==> src/rtl/pfba_pkg.sv <==
package pfba_pkg;

    // default geometry
    localparam int BITMAP_WORDS_DEF = 32;
    localparam int PAGE_SHIFT_DEF   = 21;

    // fixed field widths
    localparam int ADDR_W      = 48;
    localparam int OP_W        = 3;
    localparam int FRAME_IN_W  = 12;
    localparam int FRAME_OUT_W = 11;
    localparam int STATUS_W    = 2;
    localparam int COUNT_W     = 12;
    localparam int WORD_W      = 64;
    localparam int BIT_W       = 6;

    // fixed device window, byte addresses
    localparam logic [63:0] DEV_LOW  = 64'h0000_0000_fec0_0000;
    localparam logic [63:0] DEV_HIGH = 64'h0000_0000_ffff_ffff;

    typedef enum logic [OP_W-1:0] {
        OP_INIT,
        OP_ADD,
        OP_ALLOC,
        OP_FREE_ADDR,
        OP_FREE_FRAME
    } t_op;

    typedef enum logic [STATUS_W-1:0] {
        ST_OK,
        ST_OOM,
        ST_RANGE
    } t_status;

    typedef enum logic [4:0] {
        S_IDLE,
        S_A_FIRST,
        S_A_STOP,
        S_A_KLO,
        S_A_KHI,
        S_A_RANGE,
        S_A_RD,
        S_A_LD,
        S_A_BIT,
        S_A_WR,
        S_L_SCAN,
        S_L_BIT,
        S_L_SET,
        S_F_SHIFT,
        S_F_CHK,
        S_F_MOD,
        S_DONE
    } t_state;

endpackage

==> src/rtl/pfba_bitmap_ram.sv <==
module pfba_bitmap_ram
    import pfba_pkg::*;
#(
    parameter int WORDS = BITMAP_WORDS_DEF,
    parameter int AW    = (WORDS > 1) ? $clog2(WORDS) : 1
) (
    input  logic              i_clk,
    input  logic              i_rst_n,
    input  logic              i_clr,
    input  logic              i_we,
    input  logic [AW-1:0]     i_waddr,
    input  logic [WORD_W-1:0] i_wdata,
    input  logic [AW-1:0]     i_raddr,
    output logic [WORD_W-1:0] o_rdata
);

    logic [WORD_W-1:0] r_mem [WORDS];
    logic [WORDS-1:0]  r_valid;
    logic [WORD_W-1:0] r_q;
    logic              r_qv;

    // a word never written since reset or init reads as all used
    always_ff @(posedge i_clk) begin
        if (!i_rst_n) begin
            r_valid <= '0;
        end else if (i_clr) begin
            r_valid <= '0;
        end else if (i_we) begin
            r_valid[i_waddr] <= 1'b1;
        end
    end

    always_ff @(posedge i_clk) begin
        if (i_we) begin
            r_mem[i_waddr] <= i_wdata;
        end
        r_q  <= r_mem[i_raddr];
        r_qv <= r_valid[i_raddr];
    end

    assign o_rdata = r_qv ? r_q : '1;

endmodule

==> src/rtl/pfba_shift_unit.sv <==
module pfba_shift_unit
    import pfba_pkg::*;
#(
    parameter int PAGE_SHIFT = PAGE_SHIFT_DEF,
    parameter int QW         = ADDR_W + 1 - PAGE_SHIFT
) (
    input  logic [ADDR_W-1:0] i_a,
    input  logic [ADDR_W-1:0] i_b,
    input  logic              i_round,
    output logic [QW-1:0]     o_q
);

    localparam logic [ADDR_W-1:0] PAGE_M1 = ADDR_W'((64'd1 << PAGE_SHIFT) - 64'd1);

    logic [ADDR_W:0] w_sum;

    // (a + b) >> shift, or ceil(a / page) when rounding
    assign w_sum = {1'b0, i_a} + {1'b0, (i_round ? PAGE_M1 : i_b)};
    assign o_q   = w_sum[ADDR_W:PAGE_SHIFT];

endmodule

==> src/rtl/page_frame_bitmap_allocator.sv <==
// Page frame bitmap allocator: one bit per physical page frame (1 = used),
// BITMAP_WORDS words of 64 frames, pages of 2^PAGE_SHIFT bytes. A command
// is taken when start is high and busy is low; busy stays high until the
// result beat, which is shown for exactly one cycle with o_valid high and
// cannot be held off, so sample it when it comes. busy is already low in
// that cycle and a new command may be issued there. After reset every
// frame reads as used (per-word valid bits, no clearing pass), and the
// kernel window registers are zero. The steps of each command follow from
// the bitmap RAM's single registered read port and the shared shift/add unit:
//   init and unused op codes: straight to done.
//   free by frame: range check, then read and modify (out of range goes
//   straight to done); free by address first takes a shift step.
//   allocate: the word scan reads one word per cycle, then a six-step
//   binary search finds the lowest free bit and the word is written back
//   with it set; out of memory goes to done after the last word.
//   add region: setup, in which the shared unit works out first page, end
//   page and the kernel window in page units, then the range check; then
//   per bitmap word touched a read, a load, a bit step for each page
//   walked and a write back, then the done state and the result beat.
// Pages skipped for the kernel or device window still take their bit step.
module page_frame_bitmap_allocator
    import pfba_pkg::*;
#(
    parameter int BITMAP_WORDS = BITMAP_WORDS_DEF,
    parameter int PAGE_SHIFT   = PAGE_SHIFT_DEF
) (
    input  logic                   i_clk,
    input  logic                   i_rst_n,
    // command
    input  logic                   start,
    output logic                   busy,
    input  logic [OP_W-1:0]        i_op,
    input  logic [ADDR_W-1:0]      i_addr,
    input  logic [ADDR_W-1:0]      i_length,
    input  logic [FRAME_IN_W-1:0]  i_frame_in,
    // result
    output logic                   o_valid,
    output logic [FRAME_OUT_W-1:0] o_frame,
    output logic [STATUS_W-1:0]    o_status,
    output logic [COUNT_W-1:0]     o_pages_freed,
    output logic [COUNT_W-1:0]     o_usable_total,
    // register port
    input  logic                   psel,
    input  logic                   penable,
    input  logic                   pwrite,
    input  logic [3:0]             paddr,
    input  logic [63:0]            pwdata,
    output logic [63:0]            prdata,
    output logic                   pready
);

    localparam int FRAME_COUNT = BITMAP_WORDS * 64;
    localparam int WW = (BITMAP_WORDS > 1) ? $clog2(BITMAP_WORDS) : 1;
    localparam int CW = $clog2(FRAME_COUNT + 1);          // holds the frame count itself
    localparam int QW = ADDR_W + 1 - PAGE_SHIFT;          // page number of a byte address
    localparam int XW = ((QW > CW) ? QW : CW) + 1;        // common compare width
    localparam int COUNT_MAX_I = (FRAME_COUNT < 4095) ? FRAME_COUNT : 4095;

    localparam logic [COUNT_W-1:0] COUNT_MAX = COUNT_W'(COUNT_MAX_I);
    localparam logic [XW-1:0]      FC_X      = XW'(FRAME_COUNT);
    localparam logic [WW-1:0]      LAST_W    = WW'(BITMAP_WORDS - 1);
    localparam logic [63:0]        PAGE_M1   = (64'd1 << PAGE_SHIFT) - 64'd1;
    // device window in page units: skip f when f+1 >= DEV_KLO and f < DEV_KHI
    localparam logic [XW-1:0] DEV_KLO = XW'((DEV_LOW + PAGE_M1) >> PAGE_SHIFT);
    localparam logic [XW-1:0] DEV_KHI = XW'((DEV_HIGH + PAGE_M1) >> PAGE_SHIFT);

    localparam logic REG_KSTART = 1'b0;
    localparam logic REG_KEND   = 1'b1;

    // ---------------------------------------------------------------
    // Register port: kernel_start at 0x0, kernel_end at 0x8
    // ---------------------------------------------------------------
    logic [ADDR_W-1:0] r_kstart;
    logic [ADDR_W-1:0] r_kend;

    assign pready = 1'b1;

    always_ff @(posedge i_clk) begin
        if (!i_rst_n) begin
            r_kstart <= '0;
            r_kend   <= '0;
        end else if (psel && penable && pwrite && pready) begin
            case (paddr[3])
                REG_KSTART: r_kstart <= pwdata[ADDR_W-1:0];
                REG_KEND:   r_kend   <= pwdata[ADDR_W-1:0];
                default:    r_kstart <= r_kstart;
            endcase
        end
    end

    always_comb begin
        case (paddr[3])
            REG_KSTART: prdata = {{(64-ADDR_W){1'b0}}, r_kstart};
            REG_KEND:   prdata = {{(64-ADDR_W){1'b0}}, r_kend};
            default:    prdata = '0;
        endcase
    end

    // ---------------------------------------------------------------
    // Sequencer state
    // ---------------------------------------------------------------
    t_state              r_state, n_state;
    logic [OP_W-1:0]     r_op, n_op;
    logic [ADDR_W-1:0]   r_addr, n_addr;
    logic [ADDR_W-1:0]   r_len, n_len;
    logic [XW-1:0]       r_lo, n_lo;       // first page, or frame to free
    logic [XW-1:0]       r_hi, n_hi;       // end page (exclusive)
    logic [XW-1:0]       r_klo, n_klo;     // kernel window, page units
    logic [XW-1:0]       r_khi, n_khi;
    logic [CW-1:0]       r_f, n_f;         // page walker
    logic [WW-1:0]       r_widx, n_widx;
    logic [WORD_W-1:0]   r_word, n_word;
    logic [WORD_W-1:0]   r_sh, n_sh;       // search window
    logic [BIT_W-1:0]    r_bit, n_bit;
    logic [2:0]          r_k, n_k;
    logic [WW-1:0]       r_w, n_w;         // scan read pointer
    logic                r_pend, n_pend;   // scan read in flight
    logic [WW-1:0]       r_pidx, n_pidx;
    logic [COUNT_W-1:0]  r_n, n_n;
    logic [COUNT_W-1:0]  r_usable, n_usable;
    t_status             r_stat, n_stat;
    logic [FRAME_OUT_W-1:0] r_fr, n_fr;

    logic                   r_ovalid, n_ovalid;
    logic [FRAME_OUT_W-1:0] r_oframe, n_oframe;
    logic [STATUS_W-1:0]    r_ostatus, n_ostatus;
    logic [COUNT_W-1:0]     r_ofreed, n_ofreed;
    logic [COUNT_W-1:0]     r_ototal, n_ototal;

    // shared shift/add unit
    logic [ADDR_W-1:0] su_a, su_b;
    logic              su_round;
    logic [QW-1:0]     su_q;

    pfba_shift_unit #(
        .PAGE_SHIFT (PAGE_SHIFT),
        .QW         (QW)
    ) u_shift (
        .i_a     (su_a),
        .i_b     (su_b),
        .i_round (su_round),
        .o_q     (su_q)
    );

    // bitmap
    logic              ram_clr, ram_we;
    logic [WW-1:0]     ram_waddr, ram_raddr;
    logic [WORD_W-1:0] ram_wdata, ram_rdata;

    pfba_bitmap_ram #(
        .WORDS (BITMAP_WORDS),
        .AW    (WW)
    ) u_bitmap (
        .i_clk   (i_clk),
        .i_rst_n (i_rst_n),
        .i_clr   (ram_clr),
        .i_we    (ram_we),
        .i_waddr (ram_waddr),
        .i_wdata (ram_wdata),
        .i_raddr (ram_raddr),
        .o_rdata (ram_rdata)
    );

    // ---------------------------------------------------------------
    // Datapath helpers
    // ---------------------------------------------------------------
    logic [XW-1:0]      f_x, f1_x, stop_c;
    logic               skip;
    logic [CW-1:0]      f_next;
    logic [6:0]         h;
    logic [WORD_W-1:0]  h_mask;
    logic               low_ones;
    logic [COUNT_W:0]   tot_sum;

    assign f_x    = XW'(r_f);
    assign f1_x   = f_x + XW'(1);
    assign f_next = r_f + CW'(1);
    // page touches a window when its top reaches the window start and it
    // begins below the window end
    assign skip   = ((f1_x >= r_klo) && (f_x < r_khi)) ||
                    ((f1_x >= DEV_KLO) && (f_x < DEV_KHI));
    assign stop_c = (r_hi > FC_X) ? FC_X : r_hi;

    assign h        = 7'd32 >> r_k;
    assign h_mask   = (64'h1 << h) - 64'h1;
    assign low_ones = (r_sh & h_mask) == h_mask;

    assign tot_sum  = {1'b0, r_usable} + {1'b0, r_n};

    // ---------------------------------------------------------------
    // Next state and outputs
    // ---------------------------------------------------------------
    always_comb begin
        n_state   = r_state;
        n_op      = r_op;
        n_addr    = r_addr;
        n_len     = r_len;
        n_lo      = r_lo;
        n_hi      = r_hi;
        n_klo     = r_klo;
        n_khi     = r_khi;
        n_f       = r_f;
        n_widx    = r_widx;
        n_word    = r_word;
        n_sh      = r_sh;
        n_bit     = r_bit;
        n_k       = r_k;
        n_w       = r_w;
        n_pend    = r_pend;
        n_pidx    = r_pidx;
        n_n       = r_n;
        n_usable  = r_usable;
        n_stat    = r_stat;
        n_fr      = r_fr;
        n_ovalid  = 1'b0;
        n_oframe  = r_oframe;
        n_ostatus = r_ostatus;
        n_ofreed  = r_ofreed;
        n_ototal  = r_ototal;

        su_a      = r_addr;
        su_b      = '0;
        su_round  = 1'b0;
        ram_clr   = 1'b0;
        ram_we    = 1'b0;
        ram_waddr = r_widx;
        ram_wdata = r_word;
        ram_raddr = WW'(r_f >> 6);

        case (r_state)
            S_IDLE: begin
                if (start) begin
                    n_op   = i_op;
                    n_addr = i_addr;
                    n_len  = i_length;
                    n_n    = '0;
                    n_fr   = '0;
                    n_stat = ST_OK;
                    case (t_op'(i_op))
                        OP_INIT: begin
                            ram_clr  = 1'b1;
                            n_usable = '0;
                            n_state  = S_DONE;
                        end
                        OP_ADD: begin
                            n_state = S_A_FIRST;
                        end
                        OP_ALLOC: begin
                            n_w     = '0;
                            n_pend  = 1'b0;
                            n_stat  = ST_OOM;
                            n_state = S_L_SCAN;
                        end
                        OP_FREE_ADDR: begin
                            n_state = S_F_SHIFT;
                        end
                        OP_FREE_FRAME: begin
                            n_lo    = XW'(i_frame_in);
                            n_state = S_F_CHK;
                        end
                        default: begin
                            n_state = S_DONE;
                        end
                    endcase
                end
            end

            // ---- add region setup, one use of the shared unit per step, then the range check ----
            S_A_FIRST: begin
                su_round = 1'b1;
                n_lo     = XW'(su_q);
                n_state  = S_A_STOP;
            end
            S_A_STOP: begin
                su_b    = r_len;
                n_hi    = XW'(su_q);
                n_state = S_A_KLO;
            end
            S_A_KLO: begin
                su_a     = r_kstart;
                su_round = 1'b1;
                n_klo    = XW'(su_q);
                n_state  = S_A_KHI;
            end
            S_A_KHI: begin
                su_a     = r_kend;
                su_round = 1'b1;
                n_khi    = XW'(su_q);
                n_state  = S_A_RANGE;
            end
            S_A_RANGE: begin
                if (r_lo >= stop_c) begin
                    n_state = S_DONE;
                end else begin
                    n_f     = CW'(r_lo);
                    n_hi    = stop_c;
                    n_state = S_A_RD;
                end
            end
            S_A_RD: begin
                ram_raddr = WW'(r_f >> 6);
                n_widx    = WW'(r_f >> 6);
                n_state   = S_A_LD;
            end
            S_A_LD: begin
                n_word  = ram_rdata;
                n_state = S_A_BIT;
            end
            S_A_BIT: begin
                if (!skip) begin
                    n_word = r_word & ~(64'h1 << r_f[BIT_W-1:0]);
                    if (r_n != COUNT_MAX) begin
                        n_n = r_n + COUNT_W'(1);
                    end
                end
                n_f = f_next;
                if ((r_f[BIT_W-1:0] == {BIT_W{1'b1}}) || (XW'(f_next) >= r_hi)) begin
                    n_state = S_A_WR;
                end
            end
            S_A_WR: begin
                ram_we    = 1'b1;
                ram_waddr = r_widx;
                ram_wdata = r_word;
                n_state   = (f_x >= r_hi) ? S_DONE : S_A_RD;
            end

            // ---- allocate: pipelined word scan, then bit search ----
            S_L_SCAN: begin
                if (r_pend && (ram_rdata != '1)) begin
                    n_word  = ram_rdata;
                    n_sh    = ram_rdata;
                    n_widx  = r_pidx;
                    n_bit   = '0;
                    n_k     = '0;
                    n_state = S_L_BIT;
                end else if (r_pend && (r_pidx == LAST_W)) begin
                    n_state = S_DONE;
                end else begin
                    ram_raddr = r_w;
                    n_pend    = 1'b1;
                    n_pidx    = r_w;
                    n_w       = r_w + WW'(1);
                end
            end
            S_L_BIT: begin
                // lowest zero lies in the low 2h bits of r_sh
                if (low_ones) begin
                    n_sh  = r_sh >> h;
                    n_bit = r_bit + h[BIT_W-1:0];
                end
                n_k = r_k + 3'd1;
                if (r_k == 3'd5) begin
                    n_state = S_L_SET;
                end
            end
            S_L_SET: begin
                ram_we    = 1'b1;
                ram_waddr = r_widx;
                ram_wdata = r_word | (64'h1 << r_bit);
                n_fr      = FRAME_OUT_W'({r_widx, r_bit});
                n_stat    = ST_OK;
                n_state   = S_DONE;
            end

            // ---- free one frame ----
            S_F_SHIFT: begin
                n_lo    = XW'(su_q);
                n_state = S_F_CHK;
            end
            S_F_CHK: begin
                if (r_lo >= FC_X) begin
                    n_stat  = ST_RANGE;
                    n_state = S_DONE;
                end else begin
                    ram_raddr = WW'(r_lo >> 6);
                    n_f       = CW'(r_lo);
                    n_state   = S_F_MOD;
                end
            end
            S_F_MOD: begin
                ram_we    = 1'b1;
                ram_waddr = WW'(r_f >> 6);
                ram_wdata = ram_rdata & ~(64'h1 << r_f[BIT_W-1:0]);
                n_state   = S_DONE;
            end

            S_DONE: begin
                n_ovalid  = 1'b1;
                n_oframe  = r_fr;
                n_ostatus = r_stat;
                n_ofreed  = r_n;
                n_ototal  = r_usable;
                if (r_op == OP_ADD) begin
                    n_usable = (tot_sum > {1'b0, COUNT_MAX}) ? COUNT_MAX
                                                             : tot_sum[COUNT_W-1:0];
                    n_ototal = n_usable;
                end
                n_state = S_IDLE;
            end

            default: begin
                n_state = S_IDLE;
            end
        endcase
    end

    always_ff @(posedge i_clk) begin
        if (!i_rst_n) begin
            r_state  <= S_IDLE;
            r_ovalid <= 1'b0;
            r_usable <= '0;
            r_pend   <= 1'b0;
        end else begin
            r_state  <= n_state;
            r_ovalid <= n_ovalid;
            r_usable <= n_usable;
            r_pend   <= n_pend;
        end
    end

    always_ff @(posedge i_clk) begin
        r_op      <= n_op;
        r_addr    <= n_addr;
        r_len     <= n_len;
        r_lo      <= n_lo;
        r_hi      <= n_hi;
        r_klo     <= n_klo;
        r_khi     <= n_khi;
        r_f       <= n_f;
        r_widx    <= n_widx;
        r_word    <= n_word;
        r_sh      <= n_sh;
        r_bit     <= n_bit;
        r_k       <= n_k;
        r_w       <= n_w;
        r_pidx    <= n_pidx;
        r_n       <= n_n;
        r_stat    <= n_stat;
        r_fr      <= n_fr;
        r_oframe  <= n_oframe;
        r_ostatus <= n_ostatus;
        r_ofreed  <= n_ofreed;
        r_ototal  <= n_ototal;
    end

    assign busy           = (r_state != S_IDLE);
    assign o_valid        = r_ovalid;
    assign o_frame        = r_oframe;
    assign o_status       = r_ostatus;
    assign o_pages_freed  = r_ofreed;
    assign o_usable_total = r_ototal;

`ifndef SYNTHESIS
    // every command passes through idle and done, so result beats never abut
    a_single_beat: assert property (@(posedge i_clk) disable iff (!i_rst_n)
        r_ovalid |=> !r_ovalid)
        else $error("result beat held for more than one cycle");

    a_accept_busy: assert property (@(posedge i_clk) disable iff (!i_rst_n)
        (start && !busy) |=> busy)
        else $error("accepted command did not raise busy");

    a_oom_frame: assert property (@(posedge i_clk) disable iff (!i_rst_n)
        (r_ovalid && (r_ostatus == ST_OOM)) |-> (r_oframe == '0))
        else $error("out of memory result carries a frame number");

    a_usable_cap: assert property (@(posedge i_clk) disable iff (!i_rst_n)
        r_usable <= COUNT_MAX)
        else $error("usable page count above its ceiling");
`endif

endmodule
==> config.mk <==
export PLATFORM = sky130hd
export DESIGN_NAME = page_frame_bitmap_allocator
export DESIGN_NICKNAME = d
export VERILOG_FILES = /design/src/rtl/pfba_pkg.sv /design/src/rtl/pfba_bitmap_ram.sv /design/src/rtl/pfba_shift_unit.sv /design/src/rtl/page_frame_bitmap_allocator.sv
export SDC_FILE = /design/constraint.sdc
export NUM_CORES = 2
export LEC_CHECK = 0
export BUFFER_PORTS_ARGS = -buffer_cell sky130_fd_sc_hd__clkbuf_2
export CORE_ASPECT_RATIO = 0.8
export CORE_UTILIZATION = 55
export DETAILED_ROUTE_END_ITERATION = 16
export PLACE_DENSITY = 0.74
export SLEW_MARGIN = 20
export SYNTH_ARGS = -nofsm -noshare
export SYNTH_HDL_FRONTEND = slang
export SYNTH_HIERARCHICAL = 1
export SYNTH_SLANG_ARGS = --single-unit
==> constraint.sdc <==
create_clock -name i_clk -period 6.5 [get_ports i_clk]
set_clock_uncertainty 0.2 [all_clocks]
set_input_delay 1.3 -clock i_clk [delete_from_list [all_inputs] [get_ports i_clk]]
set_output_delay 1.3 -clock i_clk [all_outputs]
set_load 0.1 [all_outputs]
; ---- After elaboration in Yosys (flattened, before gate mapping)
; Memories as Yosys holds them, arrays and structs flattened. A register that Yosys moved wholly into a read port is not among the register bits.
; Cells that the tools add are included.
[word_totals]
reg_bits = 587
mem_bits_rw = 2048
input_bits = 185
output_inout_bits = 104
wordCells = 235
mem_count = 1
[memory_table]
columns = memory, depth, word_bits, rd, rd_ports_with_merged_regs, write_ports, line
row1 = u_bitmap.r_mem, 32, 64, 1, 1, 1, pfba_bitmap_ram.sv:17  ; logic [WORD_W-1:0] r_mem [WORDS];
[op_classes]
n_addsub = 9
n_lt_le_gt_ge = 13
eq_ne = 43
shifts = 5
muxes = 79
bitwise = 10
n_reduce_logical = 45
[op_table]
columns = cell, n
row1 = 64-bit case mux with 2 select lines, 3
row2 = 64-bit two-way mux, 4
row3 = 64-bit bitwise AND, 3
row4 = 64-bit case mux with 3 select lines, 1
row5 = 1-bit by 6-bit << shifter with 64-bit output (first input constant), 2
row6 = 29-bit two-way mux, 4
row7 = 29-bit case mux with 2 select lines, 2
row8 = 12-bit two-way mux, 9
row9 = 48-bit two-way mux, 2
row10 = 48-bit case mux with 2 select lines, 1
row11 = 5-bit two-way mux, 17
row12 = 5-bit case mux with 15 select lines, 1
row13 = 64-bit equality test, 1
row14 = 64-bit inequality test (second input constant), 1
row15 = 64-bit inverter, 1
row16 = 64-bit OR, 1
row17 = 1-bit by 7-bit << shifter with 64-bit output (first input constant), 1
row18 = 64-bit by 7-bit right shift with 64-bit output, 1
row19 = 64-bit by 1-bit subtractor with 64-bit output (second input constant), 1
row20 = 12-bit by 29-bit >= comparator with 1-bit output, 2
row21 = 48-bit by 48-bit adder with 49-bit output, 1
row22 = 12-bit case mux with 2 select lines, 2
row23 = 5-bit by 4-bit equality test with 1-bit output (second input constant), 8
row24 = 12-bit case mux with 3 select lines, 1
row25 = 58 further kinds, 134

; ---- Logic depth before layout (Yosys ltp)
[logic_depth]
ltp_word = 7
ltp_mapped = 20
ltp_nobuf = 16

; ---- Cells and area by module
; The synthesis kept the hierarchy.
[by_module_without_submodules]
columns = module, n_inst, cells_each, area_each_um2, seq_area_each_um2
row1 = pfba_bitmap_ram, 1, 3910, 81257.9, 63440.8
row2 = page_frame_bitmap_allocator, 1, 3271, 31909.4, 15454.8
row3 = pfba_shift_unit, 1, 385, 2645.0, 0.0

; ---- Least setup slack after synthesis
; Ideal clock, no wire load.
[synth_timing]
path_kind = register to register
startpoint = reg r_state[3]
endpoint = reg r_lo[0] (enable)
setup_ps = 375
t_arrival_ps = 6987
required_ps = 5925
path_slack_ps = -1061
stages_incl_launch_ff = 6
n_path_buf = 1
period_less_slack_ps = 7561
cell_sequence = dfxtp_1 > clkbuf_1 > nor3_1 > nand2_1 > nor2_1 > a31o_2
[synth_via]
elab_chain_cells = 4
word_cells_on_any_way = 8
cone_classes = eq/ne (4) / reduce/logical (4)
[synth_lines]
columns = item, line
row1 = "start, declared", page_frame_bitmap_allocator.sv:102  ; t_state r_state, n_state;
row2 = "start signal, assigned", page_frame_bitmap_allocator.sv:415  ; r_state <= n_state;
row3 = 5-bit by 4-bit equality test with 1-bit output or 5-bit by 1-bit equality test with 1-bit output (tied branches), page_frame_bitmap_allocator.sv:230  ; case (r_state)
row4 = 2-bit OR reduction (no source line), --
row5 = 2-bit nonzero test (no source line), --
row6 = 3-bit AND reduction (no source line) (*), --
row7 = "end signal, assigned", page_frame_bitmap_allocator.sv:426  ; r_lo <= n_lo;
row8 = "end, declared", page_frame_bitmap_allocator.sv:106  ; logic [XW-1:0] r_lo, n_lo;
; Mark *: on every way between the ends. The rest lies on a longest branch, timed or not.
; A chain may end at the register's enable or synchronous reset.

; ---- Final worst setup path
[layout_timing]
startpoint = reg u_bitmap.r_qv
endpoint = reg u_bitmap.r_q[57] (read register of u_bitmap.r_mem)
[layout_via]
elab_chain_cells = 5
[layout_lines]
columns = item, line
row1 = "start, declared", pfba_bitmap_ram.sv:20  ; logic r_qv;
row2 = "start signal, assigned", pfba_bitmap_ram.sv:38  ; r_qv <= r_valid[i_raddr];
row3 = 64-bit two-way mux, pfba_bitmap_ram.sv:41  ; assign o_rdata = r_qv ? r_q : '1;
row4 = net ram_rdata[1], page_frame_bitmap_allocator.sv:148  ; logic [WORD_W-1:0] ram_wdata, ram_rdata;
row5 = 64-bit inequality test, page_frame_bitmap_allocator.sv:330  ; if (r_pend && (ram_rdata != '1)) begin
row6 = 1-bit logical AND, page_frame_bitmap_allocator.sv:330
row7 = 5-bit two-way mux, page_frame_bitmap_allocator.sv:330
row8 = 5-bit case mux with 2 select lines, page_frame_bitmap_allocator.sv:230
row9 = net ram_raddr[4], page_frame_bitmap_allocator.sv:147  ; logic [WW-1:0] ram_waddr, ram_raddr;
row10 = "end, declared", pfba_bitmap_ram.sv:19  ; logic [WORD_W-1:0] r_q;
; The timed path passes the listed nets, and every way through them passes these cells.

==> results by group <==
Global routing
  – Initial antenna violation count: 17
  – Global-route wire length before repair: 487 mm
  – Maximum number of pins on one net before global-route repair: 128
  – Vias in the first global route: 70.5k
  – Final global-route overflow total: 0
  – Total routing usage reported by global routing: 0.316

Yosys
  – Area fraction in and, or, nand and nor cells after synthesis: 0.0733
  – Number of warnings reported in the yosys synthesis log: 6
  – Fraction of synthesis flops using an asynchronous set or reset pin: 0
  – Multiplexer share of the synthesized area: 0.120
  – Number of distinct library cells after synthesis: 110
  – Avg Inst Size Synth: 15.3 µm²
  – Register bit total from synthesis: 2,698
  – Xor and xnor area share after synthesis: 0.00499
  – Arithmetic-cell share of the synthesized area counting full adders, half adders and majority gates: 0.0169
  – Leading cell type by number of instances after synthesis: sky130_fd_sc_hd__edfxtp_1
  – Synth Cell Area: 116,000 µm²
  – Fraction of the yosys area taken by sequential cells: 0.681
  – Compound-cell area share of the yosys netlist: 0.0791
  – Most frequently used flop master after synthesis: sky130_fd_sc_hd__edfxtp_1
  – Top post-synthesis cells by count: 2,486 x sky130_fd_sc_hd__edfxtp_1, 697 x sky130_fd_sc_hd__nand2_1, 567 x sky130_fd_sc_hd__mux2i_1
  – Cell accounting for the most synthesized area: sky130_fd_sc_hd__edfxtp_1
  – Cell types occupying the most area after synthesis: sky130_fd_sc_hd__edfxtp_1 64%, sky130_fd_sc_hd__mux4_2 6.1%, sky130_fd_sc_hd__mux2i_1 4.9%
  – Post-synth top area share: 0.645
  – Instance count of the mapped netlist: 7,566
  – Count of flip-flops with a built-in enable after synthesis: 2,486
  – Combinational family with the most area after synthesis: multiplexers

Worst setup path
  – Worst Path Buf+Inv: 4
  – CP arrival: 6.44 ns
  – Biggest cell delay along the critical path: 0.81 ns
  – Critical Path Start Type: flip-flop
  – Slowest cell on crit path: sky130_fd_sc_hd__a221o_2
  – Worst-path fanout max: 38
  – Crit end category: flip-flop
  – Most common cell type on the critical path: sky130_fd_sc_hd__buf_4
  – Crit path cell chain: buf_12 -> nand2b_1 -> nand4_1 -> nor4_1 -> nand4_1 -> a21oi_1 -> buf_4 -> a221o_2 -> buf_4 -> nand2b_4 -> buf_4 -> a211oi_1 -> nor3_1
  – Largest delay contributor family on the critical path: simple AND/OR/NAND/NOR gates
  – Critical path data required time: 7.00 ns
  – Class of the most critical setup path: reg2reg

Die
  – Die outline area: 212,000 µm²
  – I/O pin count: 289
  – Overall die height: 412 µm
  – Initial Util: 0.554
  – Core Box Area: 209,000 µm²
  – Width of the die: 515 µm
  – # rows: 150

CTS
  – Number of buffers added by the clock tree synthesis step: 271
  – Clock Latency Late Sink: 0.86 ns
  – Count of buffers added by post-CTS timing repair for setup: 0
  – Root buffer cell: sky130_fd_sc_hd__clkbuf_16
  – CTS clock-pin slew for the worst setup and hold paths: 0.06 ns
  – Clock Sinks: 2,698
  – H-tree levels: 5
  – TritonCTS clock tree: done
  – Maximum clock insertion buffer count: 4
  – Post-cts resize count: 0
  – Hold-fix buffers at CTS: 0

Power and ir drop
  – Switching fraction of total power: 0.329
  – Clock network power share: 0.289
  – Pleak: 0.0453 µW
  – Internal power component: 36,600 µW
  – Proportion of power drawn by flip-flops and latches: 0.419
  – Maximum vdd drop: 0.000322 V
  – Pwr/cell area: 416 nW/µm²
  – Combinational share of power: 0.292
  – Sw Pwr: 17,900 µW

Route
  – DR iter-0 viols: 11.0k
  – Wire length reported by the detailed router: 340 mm
  – Routed length per placed instance: 31.0 µm
  – Residual DRC: 0
  – Total vias in the final route: 73.7k
  – Number of iterations in the first detailed-routing pass: 9
  – Detail Route Antenna Nets: 0
  – Detail-routed via count per cell: 6.72

STA
  – Total setup violations reported at the end of the flow: 0
  – Period utilisation layout: 0.914
  – Setup repair after global routing missed its margin: no
  – Setup total negative slack: 0 ns
  – Final period demand of the worst path: 5.94 ns
  – Timing-limited maximum frequency: 168 MHz
  – Transition time at the pin with the least slew margin: 1.20 ns
  – Final hold viol count: 0
  – Worst-case headroom to the max-slew limit: 0.194
  – Final Slew Violations: 0

Final layout
  – Area of all placed cells without fillers: 131,000 µm²
  – Final layout net count: 8,273
  – Final cell count without fillers: 11.0k
  – Fraction of layout instances using a drive strength above 1: 0.192
  – Layout-stage area growth over the synthesis result: 13.0%
  – Share of the core filled with cells: 0.626

Worst hold path
  – Type of the tightest min-delay check: reg2reg

Place
  – Gpl congestion: 0.983
  – Dpl hpwl: 206 mm
  – Number of buffers added on ports: 252
  – Placed cell areas: 122,000 µm²
  – Placed cell count: 10.5k

Job
  – Max-cap violation count: 0

Outcome
  – Result of the run: finished clean
==> stage by stage <==
step	hold WS, ns	power [µW]	setup slack [ns]
finish	0.219	54500	0.558
global route	0.224	56200	0.475
CTS	0.219	54200	0.734
detailed placement	0.205	38500	0.827
global placement	0.204	38100	0.887
floorplan	0.200	33400	0.626
==> power groups by stage <==
stage	Sequential, µW	Clock, µW	Combinational [µW]
3_5_place_dp	23100	0	15400
2_1_floorplan	23000	0	10400
4_1_cts	22800	15900	15500
5_1_grt	22900	16500	16800
6_report	22800	15800	15900
3_3_place_gp	23100	0	15000
==> kinds of logic (layout without fill, tap and decap cells) <==
kind of cell	after synthesis	after routing
buf+inv	562	1113
mux	975	975
simple gates	1723	1723
xor+xnor	66	66
other cells	2	41
flops	2698	2698
compound gates	1384	1384
fa+ha+maj	156	156
==> final timing paths <==
path / startpoint / end / slack, ns / cells after the start
worst max-delay path: u_bitmap/r_qv / u_bitmap/r_q[57] / 0.56 / 13
worst min-delay path: r_stat[0] / o_status[0] / 0.22 / 0
worst max register to register: u_bitmap/r_qv / u_bitmap/r_q[57] / 0.56 / 13
worst min register to register: r_stat[0] / o_status[0] / 0.22 / 0
==> registers in the layout, summed over array words and instances, names as in the netlist, 48 cells and up <==
register        cells
r_kstart           48
u_bitmap/r_mem   2048
r_word             64
r_sh               64
r_addr             48
r_kend             48
u_bitmap/r_q       64
r_len              48
==> metal layers <==
metal / up-vias / wire length [µm] / global-route usage
met1: 37200 / 133000 / 0.460
met5: - / 33 / 0
met4: 4 / 12000 / 0.104
met2: 5186 / 148000 / 0.465
met3: 794 / 45900 / 0.0814
li1: 30500 / - / -
==> layout make-up <==
class                   count  area (µm²)
well taps                2812        3520
multi-input cells        4338       35300
inverters                  80         300
clock buffers             345        7420
repair buffers            544        3980
flip-flops and latches   2698       78900
diodes                      7        17.5
fillers                 14800       78200
clock inverters           144        1470
==> cell usage in the layout (no fill, tap or decap), types with 40 or more instances in the layout <==
cell / Yosys / final
sky130_fd_sc_hd__a22oi_1: 321 / 321
sky130_fd_sc_hd__nor2_1: 250 / 209
sky130_fd_sc_hd__o22ai_1: 151 / 99
sky130_fd_sc_hd__nor2b_1: 109 / 103
sky130_fd_sc_hd__clkinv_1: 0 / 48
sky130_fd_sc_hd__nor2_4: 1 / 40
sky130_fd_sc_hd__nand2b_1: 91 / 87
sky130_fd_sc_hd__buf_12: 3 / 40
sky130_fd_sc_hd__nor3_1: 85 / 81
sky130_fd_sc_hd__dfxtp_1: 212 / 211
sky130_fd_sc_hd__edfxtp_1: 2486 / 2486
sky130_fd_sc_hd__mux4_2: 315 / 315
sky130_fd_sc_hd__clkbuf_16: 0 / 280
sky130_fd_sc_hd__o21ai_0: 190 / 174
sky130_fd_sc_hd__a21oi_1: 307 / 307
sky130_fd_sc_hd__mux2_2: 90 / 90
sky130_fd_sc_hd__nand2_1: 697 / 694
sky130_fd_sc_hd__inv_1: 79 / 78
sky130_fd_sc_hd__buf_4: 63 / 250
sky130_fd_sc_hd__a211oi_1: 67 / 67
sky130_fd_sc_hd__and2_1: 60 / 59
sky130_fd_sc_hd__clkinv_2: 0 / 40
sky130_fd_sc_hd__nand4_1: 112 / 112
sky130_fd_sc_hd__clkbuf_1: 237 / 48
sky130_fd_sc_hd__nand3_1: 92 / 91
sky130_fd_sc_hd__clkbuf_2: 2 / 252
sky130_fd_sc_hd__xnor2_1: 43 / 43
sky130_fd_sc_hd__and3_1: 69 / 69
sky130_fd_sc_hd__a31oi_1: 48 / 48
sky130_fd_sc_hd__o21a_1: 47 / 47
sky130_fd_sc_hd__ha_1: 154 / 153
sky130_fd_sc_hd__mux2i_1: 567 / 567
Note: power is estimated with default switching activity, not from simulation.
